File: config.mk
export PLATFORM = sky130hd
export DESIGN_NAME = apct_geom
export DESIGN_NICKNAME = d
export VERILOG_FILES = /design/src/hw/rtl/apct_pkg.sv /design/src/hw/rtl/apct_geom.sv
export SDC_FILE = /design/constraint.sdc
export NUM_CORES = 1
export LEC_CHECK = 0
export BUFFER_PORTS_ARGS = -buffer_cell sky130_fd_sc_hd__buf_2
export CAP_MARGIN = 20
export CORE_ASPECT_RATIO = 0.9
export CORE_UTILIZATION = 52
export DETAILED_ROUTE_END_ITERATION = 16
export PLACE_DENSITY = 0.78
export SYNTH_ARGS = -nofsm -noshare
export SYNTH_HDL_FRONTEND = slang
export SYNTH_SLANG_ARGS = --single-unit
export TNS_END_PERCENT = 50
File: constraint.sdc
create_clock -name clk_i -period 2.6 [get_ports clk_i]
set_clock_uncertainty 0.1 [all_clocks]
set_input_delay 0.26 -clock clk_i [delete_from_list [all_inputs] [get_ports clk_i]]
set_output_delay 0.26 -clock clk_i [all_outputs]
set_load 0.02 [all_outputs]
File: src/hw/rtl/apct_pkg.sv
// apct_pkg: constants, event codes and shared types of the aabb pair contact tracker
// no dependencies; used by apct_geom, apct_track and the top level by scoped names

package apct_pkg;

  localparam int unsigned MaxColliders = 64;
  localparam int unsigned TableDepth   = MaxColliders * MaxColliders;
  localparam int unsigned IdxW         = $clog2(TableDepth);
  localparam int unsigned IdW          = 6;
  localparam int unsigned CoordW       = 16;
  localparam int unsigned SizeW        = 16;
  localparam int unsigned DiffW        = CoordW + 1;
  localparam int unsigned SumW         = SizeW + 1;

  typedef enum logic [1:0] {
    EvNone  = 2'd0,
    EvBegin = 2'd1,
    EvStay  = 2'd2,
    EvEnd   = 2'd3
  } contact_ev_e;

  typedef logic [IdxW-1:0] idx_t;

  // advance strobes of the pipeline, driven by the top level
  typedef struct packed {
    logic acc;   // item enters stage 1
    logic adv2;  // stage 1 moves to stage 2
    logic adv3;  // stage 2 moves to the output stage
  } pipe_ctrl_t;

endpackage

File: src/hw/rtl/apct_geom.sv
// apct_geom: overlap test datapath, centre differences and size sums, then
// absolute values, then the compare; depends on apct_pkg

module apct_geom (
  input  logic                              clk_i,
  input  apct_pkg::pipe_ctrl_t              ctrl_i,
  input  logic signed [apct_pkg::CoordW-1:0] first_cx_i,
  input  logic signed [apct_pkg::CoordW-1:0] first_cy_i,
  input  logic signed [apct_pkg::CoordW-1:0] second_cx_i,
  input  logic signed [apct_pkg::CoordW-1:0] second_cy_i,
  input  logic [apct_pkg::SizeW-1:0]        first_w_i,
  input  logic [apct_pkg::SizeW-1:0]        first_h_i,
  input  logic [apct_pkg::SizeW-1:0]        second_w_i,
  input  logic [apct_pkg::SizeW-1:0]        second_h_i,
  output logic                              overlap_o
);

  logic signed [apct_pkg::DiffW-1:0] dx_d, dx_q, dy_d, dy_q;
  logic [apct_pkg::SumW-1:0]         sw_d, sw1_q, sh_d, sh1_q, sw2_q, sh2_q;
  logic [apct_pkg::CoordW-1:0]       adx_d, adx_q, ady_d, ady_q;

  // stage 1: differences and sums at full width
  always_comb begin
    dx_d = apct_pkg::DiffW'(first_cx_i) - apct_pkg::DiffW'(second_cx_i);
    dy_d = apct_pkg::DiffW'(first_cy_i) - apct_pkg::DiffW'(second_cy_i);
    sw_d = apct_pkg::SumW'(first_w_i) + apct_pkg::SumW'(second_w_i);
    sh_d = apct_pkg::SumW'(first_h_i) + apct_pkg::SumW'(second_h_i);
  end

  // stage 2: magnitudes fit in the coordinate width
  always_comb begin
    adx_d = dx_q[apct_pkg::DiffW-1] ? apct_pkg::CoordW'(-dx_q) : apct_pkg::CoordW'(dx_q);
    ady_d = dy_q[apct_pkg::DiffW-1] ? apct_pkg::CoordW'(-dy_q) : apct_pkg::CoordW'(dy_q);
  end

  always_ff @(posedge clk_i) begin
    if (ctrl_i.acc) begin
      dx_q  <= dx_d;
      dy_q  <= dy_d;
      sw1_q <= sw_d;
      sh1_q <= sh_d;
    end
    if (ctrl_i.adv2) begin
      adx_q <= adx_d;
      ady_q <= ady_d;
      sw2_q <= sw1_q;
      sh2_q <= sh1_q;
    end
  end

  // 2*|d| <= sum on both axes
  assign overlap_o = ({adx_q, 1'b0} <= sw2_q) && ({ady_q, 1'b0} <= sh2_q);

endmodule

==> out/results.ini, run 1 <==
[cts]
clk_pin_slew_ns = 0.05
cts_tree = built
root_buffer = clkbuf_16
clk_path_buf_depth = 2
htree_levels = 4
cts.sink_count = 134
cts_made_buffers = 17
worstSkewPairLatency_ns = 0.42

[min_path]
hold_class = in2reg

[global_route]
grtUsageTotal = 0.204
met3_usage = 0.0400
gr-total-overflow = 0
antenna_found_initial = 0
grt_util_met1 = 0.299
first_global_vias = 5523
grt_first_pass_wirelength_um = 25900
grt_max_degree = 67
grtUsageMet2 = 0.290
top_usage_layer = met1

[timing]
maxSlewViolCount = 0
setup-violations-final = 1
hold_viol_final = 0
tns_ns = -0.245
max_freq_mhz = 352
period_minus_slack_ns = 2.84
slew_headroom = 0.634
finalCritPeriodShare = 1.09
grt_setup_unrepaired = true
layout_setup_ws_ns = -0.245
worst_pin_slew_ns = 0.541
whs_ns = 0.0857

[job]
maxCapViolCount = 0

[floorplan]
die_h_um = 122
row_count = 43
core_area_um2 = 15500
io_pins = 133
die-area_um2 = 16500
initial_core_util = 0.535
die_w_um = 135

[yosys]
syn_area_um2 = 8320
synthTopCellsByArea = edfxtp_1 48%, ha_1 15%, xnor2_1 6.3%, inv_1 3.8%, a21oi_1 3.0%
seq_area_frac_synth = 0.484
yosys_warnings = 0
synth-seq-cells = 134
synthTopCellsByCount = 134 x edfxtp_1, 98 x ha_1, 85 x inv_1
ys_async_sr_fraction = 0
synthDominantCellAreaShare = 0.484
syn_nets = 963
ys.flop_type = edfxtp_1
synth.distinct_cells = 55
synthMostInstantiatedCell = edfxtp_1
yosysTopAreaCell = edfxtp_1
avgSynthCellArea_um2 = 11.4
synth_edf_count = 134
syn_inst = 729

[routing]
wire_per_inst_um = 14.2
dr.pass1.iters = 5
wl_um = 15600
drt-initial-drc-count = 381
via_count = 5904
drcViolationCount = 0
ant_nets = 0
avgViaCountPerCell = 5.35

[worst_setup_path]
critical_path_class = reg2out
path_max_fanout = 2
crit_arrival_ns = 2.48
endpoint_kind = output port
crit_required_ns = 2.24
cp-start-kind = register

[outcome]
status = finished, violations left
violations = setup timing

[finish]
area_delta_synth_final_pct = 19.6
diodes = 0
final_area_um2 = 9950
drive_gt1_frac = 0.209
fin_nets = 1122

[place]
placed_area_um2 = 9330
gp_routability_congestion = 0.887
io_buffers = 131
hpwl_um = 11700

[pwr]
powerDensity_nw_per_um2 = 678
ir_worst_vdd_mv = 0.528
p_leak_nw = 4.41

-- cell families after synthesis --
kind of cell	synth area share
DFF	0.484
adders and majority gates	0.157
muxes	0.00135
AOI/OAI and AO/OA	0.155
and+or+nand+nor	0.0844
buffers and inverters	0.0397
xor gates and xnor gates	0.0789
-- flip-flops by register name, summed over array words and instances (netlist names) --
| signal | cells |
|---|---|
| dx_q | 17 |
| adx_q | 16 |
| ady_q | 16 |
| dy_q | 17 |
| sh1_q | 17 |
| sw2_q | 17 |
| sh2_q | 17 |
| sw1_q | 17 |
-- final timing paths --
check	slack, ns	start	cells after the start	endpoint
worst max-delay path	-0.24	ady_q[13]	6	overlap_o
worst min-delay path	0.09	second_h_i[0]	2	sh1_q[0]
worst max register to register	0.40	dx_q[2]	6	adx_q[13]
worst min register to register	0.32	sh1_q[15]	0	sh2_q[15]
-- power breakdown --
group | total (mW) | internal (mW) | switching, mW
sequential | 2.98 | 2.82 | 0.157
clock | 2.31 | 1.49 | 0.825
combinational | 1.46 | 0.705 | 0.755
total | 6.75 | 5.01 | 1.74
-- area by class of cell --
type	count	area (µm²)
clock inverters	12	135
flip-flops and latches	134	4020
inverters	85	319
multi-input cells	507	4010
fillers	1217	5600
well taps	202	253
repair buffers	143	777
clock buffers	20	437
-- placed cells by master, fill, tap and decap left out, types with 14 or more instances in the layout --
master     count
o21ai_0       42
clkbuf_16     17
xor2_1        15
a21o_1        29
xnor2_1       60
inv_1         85
buf_2        130
nand2_1       29
o21a_1        14
nor2_1        26
edfxtp_1     134
ha_1          96
a21oi_1       49
-- worst max-delay path, cell delays in order (launching register included) --
cell	delay (ns)
edfxtp_1	0.43
ha_4	0.30
nand4_1	0.15
or3_1	0.38
or4_4	0.51
a21oi_4	0.16
buf_6	0.13
-- layer usage --
metal,up-vias,share of wire
li1,3016,-
met1,2679,0.50
met2,186,0.42
met3,23,0.053
met4,0,0.020
met5,-,0
-- through the flow --
| step | std cells | power, mW | setup slack [ns] | util |
|---|---|---|---|---|
| 2_1_floorplan | 729 | 3.96 | 0.117 | - |
| 3_3_place_gp | 1070 | 4.37 | -0.116 | 0.600 |
| 3_5_place_dp | 1070 | 4.43 | -0.249 | 0.600 |
| 4_1_cts | 1103 | 6.79 | -0.222 | 0.640 |
| 5_1_grt | 1103 | 7.11 | -0.347 | 0.640 |
| 6_report | 1103 | 6.75 | -0.245 | 0.640 |
-- what timing repair did --
action                                  4_1_cts  5_1_grt
cloned                                        0        0
pin swaps                                     6        0
gates resized for setup                       7        0
setup buffers                                 1        0
endpoints found under the setup margin        1        1
hold buffers                                  0        0
No activity file was read; power rests on OpenSTA's default activity.
==> inputs of run 2 (changes only) <==
--- a/config.mk
+++ b/config.mk
@@ -5,12 +5,16 @@
 export SDC_FILE = /design/constraint.sdc
 export NUM_CORES = 1
 export LEC_CHECK = 0
+export ABC_AREA = 1
 export BUFFER_PORTS_ARGS = -buffer_cell sky130_fd_sc_hd__buf_2
 export CAP_MARGIN = 20
+export CELL_PAD_IN_SITES_DETAIL_PLACEMENT = 0
+export CELL_PAD_IN_SITES_GLOBAL_PLACEMENT = 1
 export CORE_ASPECT_RATIO = 0.9
-export CORE_UTILIZATION = 52
+export CORE_UTILIZATION = 40
 export DETAILED_ROUTE_END_ITERATION = 16
-export PLACE_DENSITY = 0.78
+export GPL_TIMING_DRIVEN = 0
+export PLACE_DENSITY = 0.79
 export SYNTH_ARGS = -nofsm -noshare
 export SYNTH_HDL_FRONTEND = slang
 export SYNTH_SLANG_ARGS = --single-unit
==> run 2 against run 1 <==
  * Global-route usage is 4.4 points lower
  * Die area is 43% higher
  * Hold slack worse by 0.032 ns
  * Power is 1.3% higher
  * First-iteration DRC count is 0.79% lower
  * Clock power is 2% higher
  * Sequential power is 2% lower
  * Design area is 9.2% higher
  * Via count is 23% higher
  * The flow now finishes without violations
  * Clock-buffer cell count is 3 lower
==> out/results.ini, run 2 <==
[outcome]
status = complete, no violations  ; was finished, violations left

[worst_setup_path]
r2r-start = dx_q[0]  ; was dx_q[2]
cp-start-kind = register  ; unchanged
r2r_slack_ns = 0.77  ; was 0.40 ns
crit_required_ns = 2.24  ; about the same
timing.rr.end = adx_q[12]  ; was adx_q[13]
crit_arrival_ns = 2.02  ; was 2.48 ns
critical_path_class = reg2out  ; unchanged
endpoint_kind = output port  ; unchanged
ff2ff_path_depth = 11  ; was 6
path_max_fanout = 3  ; was 2

[floorplan]
initial_core_util = 0.409  ; was 0.535
die-area_um2 = 23700  ; was 16,500 µm²
io_pins = 133  ; unchanged
die_h_um = 146  ; was 122 µm
row_count = 52  ; was 43
core_area_um2 = 22600  ; was 15,500 µm²
die_w_um = 162  ; was 135 µm

[finish]
layout_common_cells = 294 x nand2_1, 191 x inv_1, 134 x buf_2, 134 x edfxtp_1, 98 x ha_1  ; was 134 x edfxtp_1, 130 x buf_2, 96 x ha_1, 85 x inv_1, 60 x xnor2_1
multi_input_area_um2 = 4470  ; was 4010 µm²
area_delta_synth_final_pct = 17.7  ; was 19.6%
regArea_um2 = 4020  ; unchanged
fin_nets = 1481  ; was 1,122
final_area_um2 = 10900  ; was 9950 µm²
drive_gt1_frac = 0.144  ; was 0.209
fillers = 2198  ; was 1,217
final_common_cell = nand2_1  ; was edfxtp_1
diodes = 0  ; unchanged

[yosys]
synthMostInstantiatedCell = nand2_1  ; was edfxtp_1
synthTopCellsByArea = edfxtp_1 44%, ha_1 13%, nand2_1 12%, inv_1 7.8%, nand3_1 3.9%  ; was edfxtp_1 48%, ha_1 15%, xnor2_1 6.3%, inv_1 3.8%, a21oi_1 3.0%
synth-seq-cells = 134  ; unchanged
seq_area_frac_synth = 0.436  ; was 0.484
synth.distinct_cells = 29  ; was 55
synthDominantCellAreaShare = 0.436  ; was 0.484
syn_nets = 1330  ; was 963
ys_async_sr_fraction = 0  ; unchanged
yosys_warnings = 0  ; unchanged
ys.flop_type = edfxtp_1  ; unchanged
syn_inst = 1096  ; was 729
yosysTopAreaCell = edfxtp_1  ; unchanged
synth_edf_count = 134  ; unchanged
syn_area_um2 = 9230  ; was 8320 µm²
avgSynthCellArea_um2 = 8.42  ; was 11.4 µm²
synthTopCellsByCount = 294 x nand2_1, 191 x inv_1, 134 x edfxtp_1  ; was 134 x edfxtp_1, 98 x ha_1, 85 x inv_1

[cts]
worstSkewPairLatency_ns = 0.41  ; was 0.42 ns
cts.sink_count = 134  ; unchanged
clk_path_buf_depth = 2  ; unchanged
postCtsSetupRepairBufs = 0  ; was 1
cts_made_buffers = 17  ; unchanged
cts_resized = 0  ; was 7
root_buffer = clkbuf_16  ; unchanged
cts_tree = built  ; unchanged
htree_levels = 4  ; unchanged
clk_pin_slew_ns = 0.06  ; was 0.05 ns
holdBufCountCts = 0  ; unchanged

[timing]
max_freq_mhz = 420  ; was 352 MHz
slew_headroom = 0.435  ; was 0.634
layout_setup_ws_ns = 0.218  ; was -0.245 ns
finalCritPeriodShare = 0.916  ; was 1.09
period_minus_slack_ns = 2.38  ; was 2.84 ns
maxSlewViolCount = 0  ; unchanged
worst_pin_slew_ns = 0.848  ; was 0.541 ns
tns_ns = 0  ; was -0.245 ns
grt_setup_unrepaired = false  ; was true
setup-violations-final = 0  ; was 1
hold_viol_final = 0  ; unchanged

[place]
io_buffers = 131  ; unchanged
hpwl_um = 14200  ; was 11,700 µm
placed_area_um2 = 10300  ; was 9330 µm²
gp_routability_congestion = 0.816  ; was 0.887
dp_slack_ns = 0.514  ; was -0.249 ns

[global_route]
antenna_found_initial = 0  ; unchanged
grt_max_degree = 69  ; was 67
top_usage_layer = met1  ; unchanged
gr-total-overflow = 0  ; unchanged
met3_usage = 0.0193  ; was 0.0400
grt_first_pass_wirelength_um = 30900  ; was 25,900 µm
grtUsageMet2 = 0.239  ; was 0.290
grtUsageTotal = 0.160  ; was 0.204
grt_util_met1 = 0.244  ; was 0.299
first_global_vias = 6817  ; was 5,523

[routing]
drt-initial-drc-count = 378  ; was 381
dr.pass1.iters = 5  ; unchanged
drcViolationCount = 0  ; unchanged
via_count = 7275  ; was 5,904
avgViaCountPerCell = 4.67  ; was 5.35
wl_um = 17700  ; was 15,600 µm
wire_per_inst_um = 11.4  ; was 14.2 µm
ant_nets = 0  ; unchanged

[pwr]
p_leak_nw = 5.51  ; was 4.41 nW
powerDensity_nw_per_um2 = 629  ; was 678 nW/µm²
ir_worst_vdd_mv = 0.367  ; was 0.528 mV

[min_path]
worstHoldEndpoint = sw1_q[0]  ; was sh1_q[0]
holdPathStages = 2  ; unchanged
hp-start = second_w_i[0]  ; was second_h_i[0]
hold_class = in2reg  ; unchanged

[job]
maxCapViolCount = 0  ; unchanged

run 2: cell count changes after synthesis, sizes merged, moves of 14 or more:
cell	before	now
o21a	14	0
xor2	15	41
nand3	8	73
nor2	26	88
a21o	29	10
xnor2	60	12
inv	85	191
nand2	29	299
run 2: kinds of logic (layout without fill, tap and decap cells):
kind of cell,Yosys count,count (layout),share of synthesized area
AO/OA/AOI/OAI,112,112,0.0668
XOR/XNOR,53,53,0.0503
adder cells (fa/ha/maj),102,102,0.142
buffers and inverters,195,359,0.0798
flip-flops,134,134,0.436
AND/OR/NAND/NOR,500,500,0.226
run 2: where the power goes:
group | internal, mW | leakage [nW] | switching [mW]
combinational | 0.620 | 3.92 | 0.943
clock | 1.36 | 0.280 | 0.988
sequential | 2.80 | 1.31 | 0.124
run 2: worst max path at each step:
stage / startpoint / cells after the start / endpoint
global route: sw2_q[15] / 9 / overlap_o
floorplan: first_h_i[0] / 10 / sh1_q[8]
global placement: first_h_i[0] / 12 / sh1_q[14]
CTS: sw2_q[16] / 9 / overlap_o
detailed placement: first_h_i[0] / 12 / sh1_q[14]
finish: sw2_q[16] / 9 / overlap_o
run 2: cell type report:
| class | count | area share |
|---|---|---|
| inverters | 191 | 0.0660 |
| multi-input cells | 767 | 0.411 |
| plain buffers | 4 | 0.00184 |
| clock inverters | 15 | 0.0146 |
| clock buffers | 17 | 0.0392 |
| repair buffers | 132 | 0.0624 |
| flip-flops and latches | 134 | 0.370 |
| well taps | 297 | 0.0342 |
run 2: metal layers:
metal / vias to the layer above / wire length, µm
li1: 3903 / -
met3: 13 / 633
met4: 0 / 147
met1: 3210 / 9580
met2: 149 / 7360
met5: - / 0
run 2: per-stage QoR:
stage	hold WS, ns	cells	power (mW)	utilization
after global routing	0.0549	1557	7.27	0.481
after CTS	0.0495	1557	6.91	0.481
after detailed placement	0.305	1525	4.54	0.455
final	0.0538	1557	6.84	0.481
after floorplan	0.272	1096	4.05	-
after global placement	0.302	1524	4.51	0.454
run 2: critical path, cell delays in order, from the launching register on:
cell and delay (ns):
edfxtp_1 0.34, inv_1 0.08, ha_1 0.30, nand2_1 0.09
nor3_1 0.31, nand3_1 0.13, nand2_1 0.09, nand2_1 0.05
inv_1 0.04, buf_2 0.17
==> inputs of run 3 (changes only) <==
--- a/config.mk
+++ b/config.mk
@@ -15,6 +15,7 @@
 export DETAILED_ROUTE_END_ITERATION = 16
 export GPL_TIMING_DRIVEN = 0
 export PLACE_DENSITY = 0.79
+export RECOVER_POWER = 100
 export SYNTH_ARGS = -nofsm -noshare
 export SYNTH_HDL_FRONTEND = slang
 export SYNTH_SLANG_ARGS = --single-unit
==> run 3 against run 2 <==
  * The flow now finishes with violations (capacitance limit, slew limit)
  * Sequential share of layout area rose by 0.21 points
  * Hold slack barely moved
  * Non-clock buffer count did not move
  * Critical path depth did not move
  * Clock-buffer cell count did not move
  * Wire length rose by 0.17%
  * Utilization fell by 0.28 points
  * Die area did not move
  * Combinational power barely moved
==> out/results.ini, run 3 (same netlist as run 2, synthesis figures left out) <==
[worst_setup_path]
crit_arrival_ns = 2.03  ; was 2.02 ns
cp_common_cell = nand2_1  ; unchanged
crit_family = simple AND/OR/NAND/NOR gates  ; unchanged
endpoint_kind = output port  ; unchanged
timing.rr.end = adx_q[12]  ; unchanged
crit_slowest_cell = edfxtp_1  ; unchanged
path_max_fanout = 3  ; unchanged
crit_required_ns = 2.24  ; about the same
path_buf_inv = 3  ; unchanged
crit_chain = inv_1 > ha_1 > nand2_1 > nor3_1 > nand3_1 > nand2_1 > nand2_1 > inv_1 > clkbuf_2  ; was inv_1 > ha_1 > nand2_1 > nor3_1 > nand3_1 > nand2_1 > nand2_1 > inv_1 > buf_2
r2r_slack_ns = 0.76  ; was 0.77 ns
max_stage_delay_ns = 0.34  ; about the same
r2r-start = dx_q[0]  ; unchanged
ff2ff_path_depth = 11  ; unchanged
critical_path_class = reg2out  ; unchanged
cp-start-kind = register  ; unchanged

[routing]
drt-initial-drc-count = 419  ; was 378
drcViolationCount = 0  ; unchanged
wire_per_inst_um = 11.4  ; about the same
via_count = 7252  ; was 7,275
wl_um = 17700  ; about the same
avgViaCountPerCell = 4.66  ; was 4.67
dr.pass1.iters = 5  ; unchanged
ant_nets = 0  ; unchanged

[pwr]
p_int_mw = 4.77  ; was 4.78 mW
p_leak_nw = 5.48  ; was 5.51 nW
ir_worst_vdd_mv = 0.366  ; was 0.367 mV
clkPwrFrac = 0.344  ; was 0.343
switching_share = 0.300  ; about the same
p_sw_mw = 2.04  ; was 2.05 mW
power_frac_comb = 0.226  ; was 0.228
powerDensity_nw_per_um2 = 631  ; was 629 nW/µm²
pwr-share-seq = 0.430  ; was 0.428

[timing]
maxSlewViolCount = 69  ; was 0
max_freq_mhz = 419  ; was 420 MHz
slew_headroom = -0.110  ; was 0.435
grt_setup_unrepaired = false  ; unchanged
finalCritPeriodShare = 0.918  ; was 0.916
worst_pin_slew_ns = 1.66  ; was 0.848 ns
tns_ns = 0  ; unchanged
setup-violations-final = 0  ; unchanged
period_minus_slack_ns = 2.39  ; was 2.38 ns
hold_viol_final = 0  ; unchanged

[floorplan]
die_w_um = 162  ; unchanged
initial_core_util = 0.409  ; unchanged
die_h_um = 146  ; unchanged
die-area_um2 = 23700  ; unchanged
io_pins = 133  ; unchanged
row_count = 52  ; unchanged
core_area_um2 = 22600  ; unchanged

[finish]
fin_nets = 1481  ; unchanged
final_common_cell = nand2_1  ; unchanged
layout_common_cells = 297 x nand2_1, 191 x inv_1, 134 x edfxtp_1, 128 x buf_2, 98 x ha_1  ; was 294 x nand2_1, 191 x inv_1, 134 x buf_2, 134 x edfxtp_1, 98 x ha_1
diodes = 0  ; unchanged
area_delta_synth_final_pct = 17.0  ; was 17.7%
drive_gt1_frac = 0.131  ; was 0.144
fin_cells = 1557  ; unchanged

[min_path]
hold_class = in2reg  ; unchanged
hp-start = second_w_i[0]  ; unchanged
holdPathStages = 2  ; unchanged
worstHoldEndpoint = sw1_q[0]  ; unchanged

[global_route]
grtUsageTotal = 0.160  ; unchanged
grt_max_degree = 69  ; unchanged
gr-total-overflow = 0  ; unchanged
antenna_found_initial = 0  ; unchanged
grt_first_pass_wirelength_um = 30900  ; unchanged
first_global_vias = 6817  ; unchanged

[cts]
cts_made_buffers = 17  ; unchanged
worstSkewPairLatency_ns = 0.41  ; about the same
cts.sink_count = 134  ; unchanged
postCtsSetupRepairBufs = 0  ; unchanged
clk_pin_slew_ns = 0.06  ; about the same
clk_path_buf_depth = 2  ; unchanged
htree_levels = 4  ; unchanged
root_buffer = clkbuf_16  ; unchanged
cts_tree = built  ; unchanged
holdBufCountCts = 0  ; unchanged
cts_resized = 0  ; unchanged

[job]
maxCapViolCount = 1  ; was 0

[place]
io_buffers = 131  ; unchanged
gp_routability_congestion = 0.816  ; unchanged
dp.cells = 1525  ; unchanged
hpwl_um = 14200  ; unchanged

[outcome]
status = finished, violations left  ; was complete, no violations
violations = capacitance limit, slew limit

-- run 3: layout make-up --
| type | count | area [µm²] |
|---|---|---|
| clock buffer | 17 | 425 |
| fill | 2214 | 11800 |
| tap | 297 | 372 |
| buffer | 4 | 15.0 |
| timing repair buffer | 132 | 659 |
| inverter | 191 | 717 |
| multi-input combinational | 767 | 4430 |
| clock inverter | 15 | 159 |
| sequential | 134 | 4020 |
-- run 3: metal layers --
layer  track usage  part of all wire  vias to the layer above  wire [µm]
met5             0                 0                        -          0
met4        0.0396            0.0083                        0        147
met3        0.0193             0.034                       13        606
met2         0.239              0.41                      145       7330
met1         0.244              0.54                     3190       9660
li1              -                 -                     3904          -
-- run 3: stage by stage --
step | util | area [µm²] | hold slack, ns | setup slack [ns] | total power, mW
after global placement | 0.454 | 10300 | 0.302 | 0.522 | 4.51
after floorplan | - | 9230 | 0.272 | 0.771 | 4.05
after detailed placement | 0.455 | 10300 | 0.305 | 0.514 | 4.54
after global routing | 0.478 | 10800 | 0.0549 | 0.0253 | 7.25
after CTS | 0.481 | 10900 | 0.0495 | 0.172 | 6.91
final | 0.478 | 10800 | 0.0543 | 0.213 | 6.82
-- run 3: how the worst max path moves through the flow --
| stage | startpoint | to | cells after the start |
|---|---|---|---|
| detailed placement | first_h_i[0] | sh1_q[14] | 12 |
| floorplan | first_h_i[0] | sh1_q[8] | 10 |
| global route | sw2_q[15] | overlap_o | 9 |
| global placement | first_h_i[0] | sh1_q[14] | 12 |
| finish | sw2_q[16] | overlap_o | 9 |
| CTS | sw2_q[16] | overlap_o | 9 |
-- run 3: power groups by stage --
stage          clock network, mW  logic (mW)  registers, mW
2_1_floorplan                  0        1.13           2.92
5_1_grt                     2.49        1.80           2.96
3_5_place_dp                   0        1.57           2.97
3_3_place_gp                   0        1.55           2.97
6_report                    2.34        1.54           2.93
4_1_cts                     2.40        1.58           2.93
